File: src/rtl/core/cbmf_pkg.sv
// ----------------------------------------------------------------------------
// Clamped box mean filter package
// Shared sizes, register indexes and the structs passed between the blocks.
// ----------------------------------------------------------------------------
package cbmf_pkg;

  localparam int MAX_WIDTH    = 256;
  localparam int MAX_HEIGHT   = 256;
  localparam int PIXEL_BITS   = 16;

  localparam int PIX_IN_BITS  = 16;
  localparam int PIX_USE_BITS = (PIXEL_BITS < PIX_IN_BITS) ? PIXEL_BITS : PIX_IN_BITS;
  localparam int POS_IN_BITS  = 8;
  localparam int RADIUS_BITS  = 8;
  localparam int SIZE_BITS    = 9;

  localparam int COL_BITS     = $clog2(MAX_WIDTH);
  localparam int ROW_BITS     = $clog2(MAX_HEIGHT);
  localparam int ADDR_BITS    = COL_BITS + ROW_BITS;
  localparam int STORE_DEPTH  = 1 << ADDR_BITS;

  localparam int ENTRY_BITS   = 32;
  localparam int RSUM_BITS    = 24;
  localparam int AREA_BITS    = COL_BITS + ROW_BITS + 1;
  localparam int FRAC_BITS    = 8;
  localparam int MEAN_BITS    = 24;
  localparam int DIVD_BITS    = ENTRY_BITS + FRAC_BITS;
  localparam int AREA_OUT_BITS = 17;
  localparam logic [AREA_OUT_BITS-1:0] AREA_OUT_MAX = '1;

  localparam int CFG_IDX_BITS  = 2;
  localparam int CFG_DATA_BITS = 9;
  localparam logic [CFG_IDX_BITS-1:0] REG_IMAGE_WIDTH   = 2'd0;
  localparam logic [CFG_IDX_BITS-1:0] REG_IMAGE_HEIGHT  = 2'd1;
  localparam logic [CFG_IDX_BITS-1:0] REG_WINDOW_RADIUS = 2'd2;

  localparam logic ACT_LOAD  = 1'b0;
  localparam logic ACT_QUERY = 1'b1;

  typedef struct packed {
    logic [SIZE_BITS-1:0]   width_eff;
    logic [SIZE_BITS-1:0]   height_eff;
    logic [RADIUS_BITS-1:0] radius;
  } cfg_t;

  typedef struct packed {
    logic                  start;
    logic [ENTRY_BITS-1:0] sum;
    logic [AREA_BITS-1:0]  area;
  } div_req_t;

  typedef struct packed {
    logic                 valid;
    logic [MEAN_BITS-1:0] mean;
    logic [AREA_BITS-1:0] area;
  } div_rsp_t;

endpackage

File: src/rtl/core/cbmf_div.sv
// ----------------------------------------------------------------------------
// Mean divider
// Restoring divider, one quotient bit per cycle, with early saturation.
// ----------------------------------------------------------------------------
module cbmf_div (
  input  logic              clk,
  input  logic              rst_n,
  input  cbmf_pkg::div_req_t req,
  input  logic              take,
  output logic              busy,
  output cbmf_pkg::div_rsp_t rsp
);

  localparam int CNT_BITS = $clog2(cbmf_pkg::MEAN_BITS + 1);
  localparam int SAT_PAD  = cbmf_pkg::AREA_BITS + cbmf_pkg::MEAN_BITS - cbmf_pkg::DIVD_BITS;

  typedef enum logic [2:0] {
    D_IDLE = 3'b001,
    D_RUN  = 3'b010,
    D_DONE = 3'b100
  } dstate_t;

  dstate_t                            state_r, state_nxt;
  logic [cbmf_pkg::AREA_BITS-1:0]     rem_r;
  logic [cbmf_pkg::AREA_BITS-1:0]     area_r;
  logic [cbmf_pkg::MEAN_BITS-1:0]     dq_r;
  logic [CNT_BITS-1:0]                cnt_r;

  logic [cbmf_pkg::DIVD_BITS-1:0]     dividend;
  logic                               sat;
  logic [cbmf_pkg::AREA_BITS:0]       trial;
  logic                               ge;
  logic [cbmf_pkg::AREA_BITS-1:0]     rem_nxt;

  assign dividend = {req.sum, {cbmf_pkg::FRAC_BITS{1'b0}}};
  assign sat = ({{SAT_PAD{1'b0}}, dividend} >=
                {req.area, {cbmf_pkg::MEAN_BITS{1'b0}}});

  assign trial   = {rem_r, dq_r[cbmf_pkg::MEAN_BITS-1]};
  assign ge      = (trial >= {1'b0, area_r});
  assign rem_nxt = ge ? cbmf_pkg::AREA_BITS'(trial - {1'b0, area_r})
                      : cbmf_pkg::AREA_BITS'(trial);

  always_comb begin
    state_nxt = state_r;
    unique case (state_r)
      D_IDLE: begin
        if (req.start) begin
          state_nxt = sat ? D_DONE : D_RUN;
        end
      end
      D_RUN: begin
        if (cnt_r == CNT_BITS'(1)) begin
          state_nxt = D_DONE;
        end
      end
      D_DONE: begin
        if (take) begin
          state_nxt = D_IDLE;
        end
      end
      default: state_nxt = D_IDLE;
    endcase
  end

  always_ff @(posedge clk) begin
    if (!rst_n) begin
      state_r <= D_IDLE;
    end else begin
      state_r <= state_nxt;
    end
  end

  always_ff @(posedge clk) begin
    if (state_r == D_IDLE && req.start) begin
      area_r <= req.area;
      cnt_r  <= CNT_BITS'(cbmf_pkg::MEAN_BITS);
      if (sat) begin
        dq_r <= '1;
      end else begin
        dq_r  <= dividend[cbmf_pkg::MEAN_BITS-1:0];
        rem_r <= cbmf_pkg::AREA_BITS'(dividend >> cbmf_pkg::MEAN_BITS);
      end
    end else if (state_r == D_RUN) begin
      rem_r <= rem_nxt;
      dq_r  <= {dq_r[cbmf_pkg::MEAN_BITS-2:0], ge};
      cnt_r <= cnt_r - CNT_BITS'(1);
    end
  end

  assign busy      = (state_r != D_IDLE);
  assign rsp.valid = (state_r == D_DONE);
  assign rsp.mean  = dq_r;
  assign rsp.area  = area_r;

endmodule

File: config.mk
export PLATFORM = sky130hd
export DESIGN_NAME = cbmf_div
export DESIGN_NICKNAME = d
export VERILOG_FILES = /design/src/rtl/core/cbmf_pkg.sv /design/src/rtl/core/cbmf_div.sv
export SDC_FILE = /design/constraint.sdc
export NUM_CORES = 1
export LEC_CHECK = 0
export ABC_AREA = 1
export CORE_UTILIZATION = 45
export DETAILED_ROUTE_END_ITERATION = 12
export DONT_BUFFER_PORTS = 1
export GPL_TIMING_DRIVEN = 0
export SLEW_MARGIN = 30
export SYNTH_ARGS = -nofsm -noshare
export SYNTH_HDL_FRONTEND = slang
export SYNTH_SLANG_ARGS = --single-unit
File: constraint.sdc
create_clock -name clk -period 3.3 [get_ports clk]
set_clock_uncertainty 0.05 [all_clocks]
set_input_delay 0.66 -clock clk [delete_from_list [all_inputs] [get_ports clk]]
set_output_delay 0.66 -clock clk [all_outputs]
set_load 0.01 [all_outputs]
==> results of run 1 <==
power by group:
group / switching (mW) / internal, mW / leakage [nW]
Sequential: 0.193 / 1.26 / 0.610
Combinational: 1.23 / 0.681 / 1.81
Clock: 0.300 / 0.329 / 0.0968
cell usage after synthesis (all sizes together), types with 7 or more instances:
library cell,instances
dfxtp,8
inv,119
a21oi,18
xnor2,7
nor3,7
nand3,54
buf,7
o21ai,8
ha,35
nand2,175
nor2,110
edfxtp,58
final cells by class:
cell class | instances | share of cell area (%)
tap | 133 | 3.31
clock buffer | 13 | 3.36
multi-input combinational | 432 | 44.9
clock inverter | 3 | 0.273
sequential | 66 | 37.8
buffer | 10 | 1.49
inverter | 119 | 8.88
flip-flops by register name, summed over array words and instances, names as in the netlist:
name and cells:
dq_r 24, rem_r 17, cnt_r 5, state_r 3, area_r 17
cell families (layout without fill, tap and decap cells):
| logic type | count (synthesis) | in the layout | synth area share [%] |
|---|---|---|---|
| AND/OR/NAND/NOR | 357 | 357 | 33.3 |
| adder cells (fa/ha/maj) | 36 | 36 | 9.79 |
| XOR/XNOR | 7 | 7 | 1.31 |
| flip-flops | 66 | 66 | 40.6 |
| AO/OA/AOI/OAI | 32 | 32 | 3.80 |
| buffers and inverters | 129 | 145 | 11.1 |
routing by layer:
metal / vias up / track usage [%]
met2: 93 / 36.2
met1: 1664 / 24.2
met3: 20 / 6.39
met5: - / 0
li1: 1999 / -
met4: 0 / 8.98
final timing paths:
path | to | slack [ns] | startpoint | cells after the start
worst max register to register | dq_r[0]$_DFFE_PN_ | 0.66 | dq_r[23]$_DFFE_PN_ | 15
worst min-delay path | state_r[0]$_SDFFE_PN1P_ | 0.33 | rst_n | 1
worst max-delay path | rem_r[13]$_DFFE_PP_ | 0.57 | req[12] | 12
worst min register to register | cnt_r[4]$_SDFFE_PP1P_ | 0.44 | cnt_r[4]$_SDFFE_PP1P_ | 2
per-stage QoR:
stage	setup slack (ns)	power, mW	hold slack, ns
global route	0.314	4.33	0.328
global placement	0.197	3.36	0.412
detailed placement	0.146	3.38	0.430
finish	0.575	3.99	0.335
floorplan	0.718	2.94	0.399
CTS	0.515	4.02	0.321
==> flow_summary_export.csv, run 1 <==
group,metric,value,unit
status,status,"finished clean",
worst_setup_path,timing.critical_path.required,3.16,ns
cts,cts.clk_slew.worst_paths,0.06,ns
synth,synth.distinct_cells,36,
grt,grt_antenna_before_repair,0,
drt,drt_pre_antenna_iters,4,
grt,grt_util_all_layers,21.1,%
cells_and_area,final_core_util,50.8,%
worst_setup_path,critical_path.slowest_cell,"sky130_fd_sc_hd__nand2_1",
timing,min_tclk_post_route,2.73,ns
power_and_ir_drop,power.leakage,2.51,nW
drt,drt-vias-per-instance,4.87,
drt,drt-met1-wl,4680,um
synth,synthDominantAreaCellType,"sky130_fd_sc_hd__edfxtp_1",
drt,wl_met3,811,um
grt,pin_count_of_the_biggest_net_entering_global_routing,27,
die,chipWidth,104,um
synth,synth-seq-cells,66,
synth,ys.warnings.count,0,
cts,cts-buffers-inserted,9,
placed_design,dp_hpwl,8940,um
drt,routed.top_layer,"met4",
die,die-height,104,um
cts,insertion_delay,0.35,ns
worst_setup_path,cp_top_family,"simple AND/OR/NAND/NOR gates",
drt,met2_wirelength,5220,um
cts,cts_setup_buffers,0,
synth,post_synth_instance_area,4680,um2
cells_and_area,layout_common_cells,"sky130_fd_sc_hd__nand2_1 (158), sky130_fd_sc_hd__inv_1 (116), sky130_fd_sc_hd__nor2_1 (106)",
synth,synth.area.top_cells,"sky130_fd_sc_hd__edfxtp_1 (37%), sky130_fd_sc_hd__nand2_1 (13%), sky130_fd_sc_hd__ha_1 (9.4%), sky130_fd_sc_hd__inv_1 (9.3%), sky130_fd_sc_hd__nor2_1 (8.5%)",
cells_and_area,post_layout_nonfiller_instances,776,
timing,grt_setup_unrepaired,"false",
cells_and_area,drive_gt1_share,7.93,%
placed_design,port-buffer-count,0,
die,floorplan.initialDensity,47.2,%
timing,min_period_over_period,82.6,%
power_and_ir_drop,vdd_ir_drop_max,0.000470,V
drt,drc_errors,0,
drt,detailroute.via_count,3776,
worst_setup_path,cp_max_fo,17,
cells_and_area,ant_cells,0,
timing,report.final.slew_viol_count,0,
die,die-area,10800,um2
synth,synth_area_per_cell,7.46,um2
worst_setup_path,buffering_stage_count_on_the_worst_path_with_inverters_included,3,
worst_setup_path,timing_worst_setup_path_type,"primary input to flip-flop",
timing,tightest_slew,0.789,ns
worst_setup_path,critical_path_arrival,2.59,ns
cts,cts-root-to-sink-buffers,2,
placed_design,replace_congestion,0.890,
timing,timing.slew.headroom,47.3,%
cts,cts.hold.buffers_added,0,
cells_and_area,fillCellCount,1019,
die,boundaryPins,96,
grt,wire_length_of_the_first_global_routing_pass,17900,um
drt,route.final.wire_length,11000,um
cells_and_area,area_delta_synth_final,7.54,%
worst_setup_path,cp-start-kind,"primary input",
worst_setup_path,ordered_list_of_cells_on_the_worst_path,"inv_1, ha_1, nand2_1, nor2_1, nand3_1, nor2_1, nor2_1, nand2_1, inv_1, nand3_2, buf_2, nand2_1",
cts,ctsResizeCount,0,
die,rows,36,
synth,synth.yosys.seq_area_share,40.6,%
placed_design,place_inst,760,
synth,postSynth.asyncResetShare,0,%
synth,gate_count_after_technology_mapping,627,
placed_design,placement.cell_area,4850,um2
run,max_cap_violations,0,
worst_setup_path,max_stage_delay,0.50,ns
grt,grt_pass1_vias,3821,
drt,drtIter0Drc,128,
cells_and_area,nets,727,
cts,tritoncts,"yes",
cts,cts_max_level,3,
synth,synthDominantCellAreaShare,37.2,%
cts,cts_root_buffer,"sky130_fd_sc_hd__clkbuf_8",
cts,cts_sinks,66,
worst_setup_path,crit_path_end_kind,"flip-flop",
min_path,worstHoldPathType,"primary input to flip-flop",
synth,synth-main-ff-cell,"sky130_fd_sc_hd__edfxtp_1",
cells_and_area,final_area,5030,um2
drt,routed_wire_length_per_instance,14.1,um
timing,setup_total_negative_slack,0,ns
drt,antenna_violating_nets_post_route,0,
timing,setup_viol,0,
synth,synth_edf_count,58,
cells_and_area,most_common_library_cell_in_the_layout_ignoring_fill_and_taps,"sky130_fd_sc_hd__nand2_1",
cells_and_area,multiInputGateArea,2260,um2
power_and_ir_drop,cellPowerDensity,793,nW/um2
timing,final_hold_viol_count,0,
cells_and_area,layout.area.seq,1900,um2
grt,global_route.overflow_total,0,
die,placeableCoreArea,9910,um2
timing,fmax,367,MHz
synth,mappedNetlistNets,716,
(Power assumes the default switching activity.)
==> run 2, diff against run 1 <==
==> constraint.sdc (replaced) <==
create_clock -name clk -period 2.19 [get_ports clk]
set_clock_uncertainty 0.05 [all_clocks]
set_input_delay 0.438 -clock clk [delete_from_list [all_inputs] [get_ports clk]]
set_output_delay 0.438 -clock clk [all_outputs]
set_load 0.01 [all_outputs]
==> flow_summary_export.csv, run 2 (synthesized netlist as in run 1, its figures left out) <==
group,metric,value,unit
drt,detailroute.via_count,3988,
placed_design,dp_hpwl,9070,um
worst_setup_path,reg2reg_setup_slack,-0.14,ns
placed_design,replace_congestion,0.882,
cells_and_area,area_delta_synth_final,17.0,%
timing,setup_viol,18,
grt,wire_length_of_the_first_global_routing_pass,18800,um
status,failed_checks,"negative setup slack",
worst_setup_path,critical_path_arrival,2.39,ns
power_and_ir_drop,cellPowerDensity,1220,nW/um2
timing,grt_setup_unrepaired,"true",
run,max_cap_violations,0,
cells_and_area,drive_gt1_share,17.3,%
worst_setup_path,cp-start-kind,"flip-flop",
power_and_ir_drop,power.leakage,2.66,nW
die,die-area,10800,um2
drt,drtIter0Drc,158,
min_path,whs_endpoint,"state_r[0]$_SDFFE_PN1P_",
cts,cts-root-to-sink-buffers,2,
power_and_ir_drop,netSwitchingFraction,43.9,%
timing,timing.slew.headroom,56.4,%
grt,pin_count_of_the_biggest_net_entering_global_routing,27,
worst_setup_path,reg2reg_depth,15,
die,chipWidth,104,um
worst_setup_path,timing_worst_setup_path_type,"flip-flop to flip-flop",
cts,cts.clk_slew.worst_paths,0.07,ns
timing,hold-worst-slack,0.110,ns
status,status,"finished with violations",
power_and_ir_drop,vdd_ir_drop_max,0.000537,V
timing,min_tclk_post_route,2.33,ns
drt,antenna_violating_nets_post_route,0,
timing,final_critical_path_setup_slack,-0.138,ns
min_path,worstHoldPathType,"primary input to flip-flop",
worst_setup_path,cp_max_fo,5,
worst_setup_path,crit_path_end_kind,"flip-flop",
cts,cts_root_buffer,"sky130_fd_sc_hd__clkbuf_8",
timing,fmax,430,MHz
placed_design,port-buffer-count,0,
cts,tritoncts,"yes",
die,die-height,104,um
min_path,hold_path_startpoint,"rst_n",
die,floorplan.initialDensity,47.2,%
cells_and_area,most_common_library_cell_in_the_layout_ignoring_fill_and_taps,"sky130_fd_sc_hd__nand2_1",
cells_and_area,nets,744,
die,boundaryPins,96,
timing,final_hold_viol_count,0,
timing,setup_total_negative_slack,-2.00,ns
drt,drt_pre_antenna_iters,4,
drt,route.final.wire_length,11900,um
cts,cts_max_level,3,
cells_and_area,layout_top_registers,"dq_r: 24 flops, area_r: 17 flops, rem_r: 17 flops",
grt,grt_pass1_vias,4091,
worst_setup_path,timing.critical_path.required,2.25,ns
drt,drc_errors,0,
worst_setup_path,worst_r2r_startpoint,"dq_r[23]$_DFFE_PN_",
cells_and_area,registers.top_by_ff_count,"dq_r",
power_and_ir_drop,total_net_switching_power,2.92,mW
timing,report.final.slew_viol_count,0,
min_path,worst_hold_path.num_cells,1,
power_and_ir_drop,intPower,3.74,mW
power_and_ir_drop,power.share.sequential,33.2,%
timing,min_period_over_period,106,%
power_and_ir_drop,pwr-share-clk,13.4,%
die,placeableCoreArea,9910,um2
cells_and_area,layout_common_cells,"sky130_fd_sc_hd__nand2_1 (150), sky130_fd_sc_hd__inv_1 (111), sky130_fd_sc_hd__nor2_1 (105)",
cts,cts-buffers-inserted,9,
drt,routed_wire_length_per_instance,15.0,um
cts,cts_sinks,66,
cells_and_area,ant_cells,0,
power_and_ir_drop,fin_total_pwr,6.66,mW
cells_and_area,largest_register_ff_count,24,
die,rows,36,
power_and_ir_drop,combinationalPowerShare,53.4,%
drt,drt-vias-per-instance,5.03,
grt,grt_util_all_layers,22.1,%
timing,tightest_slew,0.654,ns
worst_setup_path,rr_endpoint,"dq_r[0]$_DFFE_PN_",
grt,grt_antenna_before_repair,0,
grt,global_route.overflow_total,0,
cts,insertion_delay,0.35,ns
## run 2: metrics by stage
step                std cells  utilization [%]  cell area, um2  worst slack [ns]
CTS                       787             52.7            5220            -0.215
global route              793             55.3            5480            -0.233
floorplan                 627                -            4690           -0.0392
finish                    793             55.3            5480            -0.138
detailed placement        760             49.0            4850            -0.460
global placement          760             49.0            4850            -0.426
## run 2: routing by layer
layer	global-route usage, %	wire, um
met4	10.1	373
met5	0	0
met1	24.3	4820
met2	38.3	5820
met3	7.77	852
## run 2: worst max path at each step
stage | end | from
2_1_floorplan | dq_r[0]$_DFFE_PN_ | dq_r[23]$_DFFE_PN_
3_3_place_gp | rem_r[10]$_DFFE_PP_ | req[12]
3_5_place_dp | dq_r[19]$_DFFE_PN_ | state_r[0]$_SDFFE_PN1P_
4_1_cts | dq_r[0]$_DFFE_PN_ | dq_r[23]$_DFFE_PN_
5_1_grt | rem_r[5]$_DFFE_PP_ | area_r[13]$_DFFE_PP_
6_report | dq_r[0]$_DFFE_PN_ | dq_r[23]$_DFFE_PN_
## run 2: cell type report
class                      instances  area (um2)
fill                             983        4430
multi-input combinational        432        2550
sequential                        66        1900
inverter                         119         449
timing repair buffer              18         170
tap                              133         166
clock buffer                      13         149
buffer                             9        71.3
clock inverter                     3        15.0
## run 2: timing repair
| item | 4_1_cts | 5_1_grt |
|---|---|---|
| buffers inserted | 9 | 7 |
| pin swaps | 17 | 25 |
| gates resized for setup | 25 | 42 |
| gates cloned | 2 | 0 |
| setup endpoints to repair | 59 | 59 |
| hold buffers | 0 | 0 |
## run 2: critical path, stage by stage, from the launching register on
cell	delay (ns)
sky130_fd_sc_hd__edfxtp_1	0.46
sky130_fd_sc_hd__inv_2	0.12
sky130_fd_sc_hd__ha_4	0.15
sky130_fd_sc_hd__inv_4	0.03
sky130_fd_sc_hd__fa_2	0.34
sky130_fd_sc_hd__nand2_2	0.07
sky130_fd_sc_hd__nand2_1	0.05
sky130_fd_sc_hd__nand3b_1	0.09
sky130_fd_sc_hd__nand2_2	0.09
sky130_fd_sc_hd__nand2_4	0.10
sky130_fd_sc_hd__nand2_4	0.07
sky130_fd_sc_hd__nand2_8	0.10
sky130_fd_sc_hd__nand2_8	0.08
sky130_fd_sc_hd__buf_12	0.15
sky130_fd_sc_hd__nor2_4	0.07
sky130_fd_sc_hd__nor2_1	0.05
## run 2: power groups by stage
stage | sequential [mW] | combinational, mW | clock, mW
2_1_floorplan | 2.14 | 2.30 | 0
3_3_place_gp | 2.21 | 2.85 | 0
3_5_place_dp | 2.21 | 2.91 | 0
4_1_cts | 2.19 | 3.19 | 0.910
5_1_grt | 2.24 | 4.00 | 0.954
6_report | 2.21 | 3.55 | 0.893
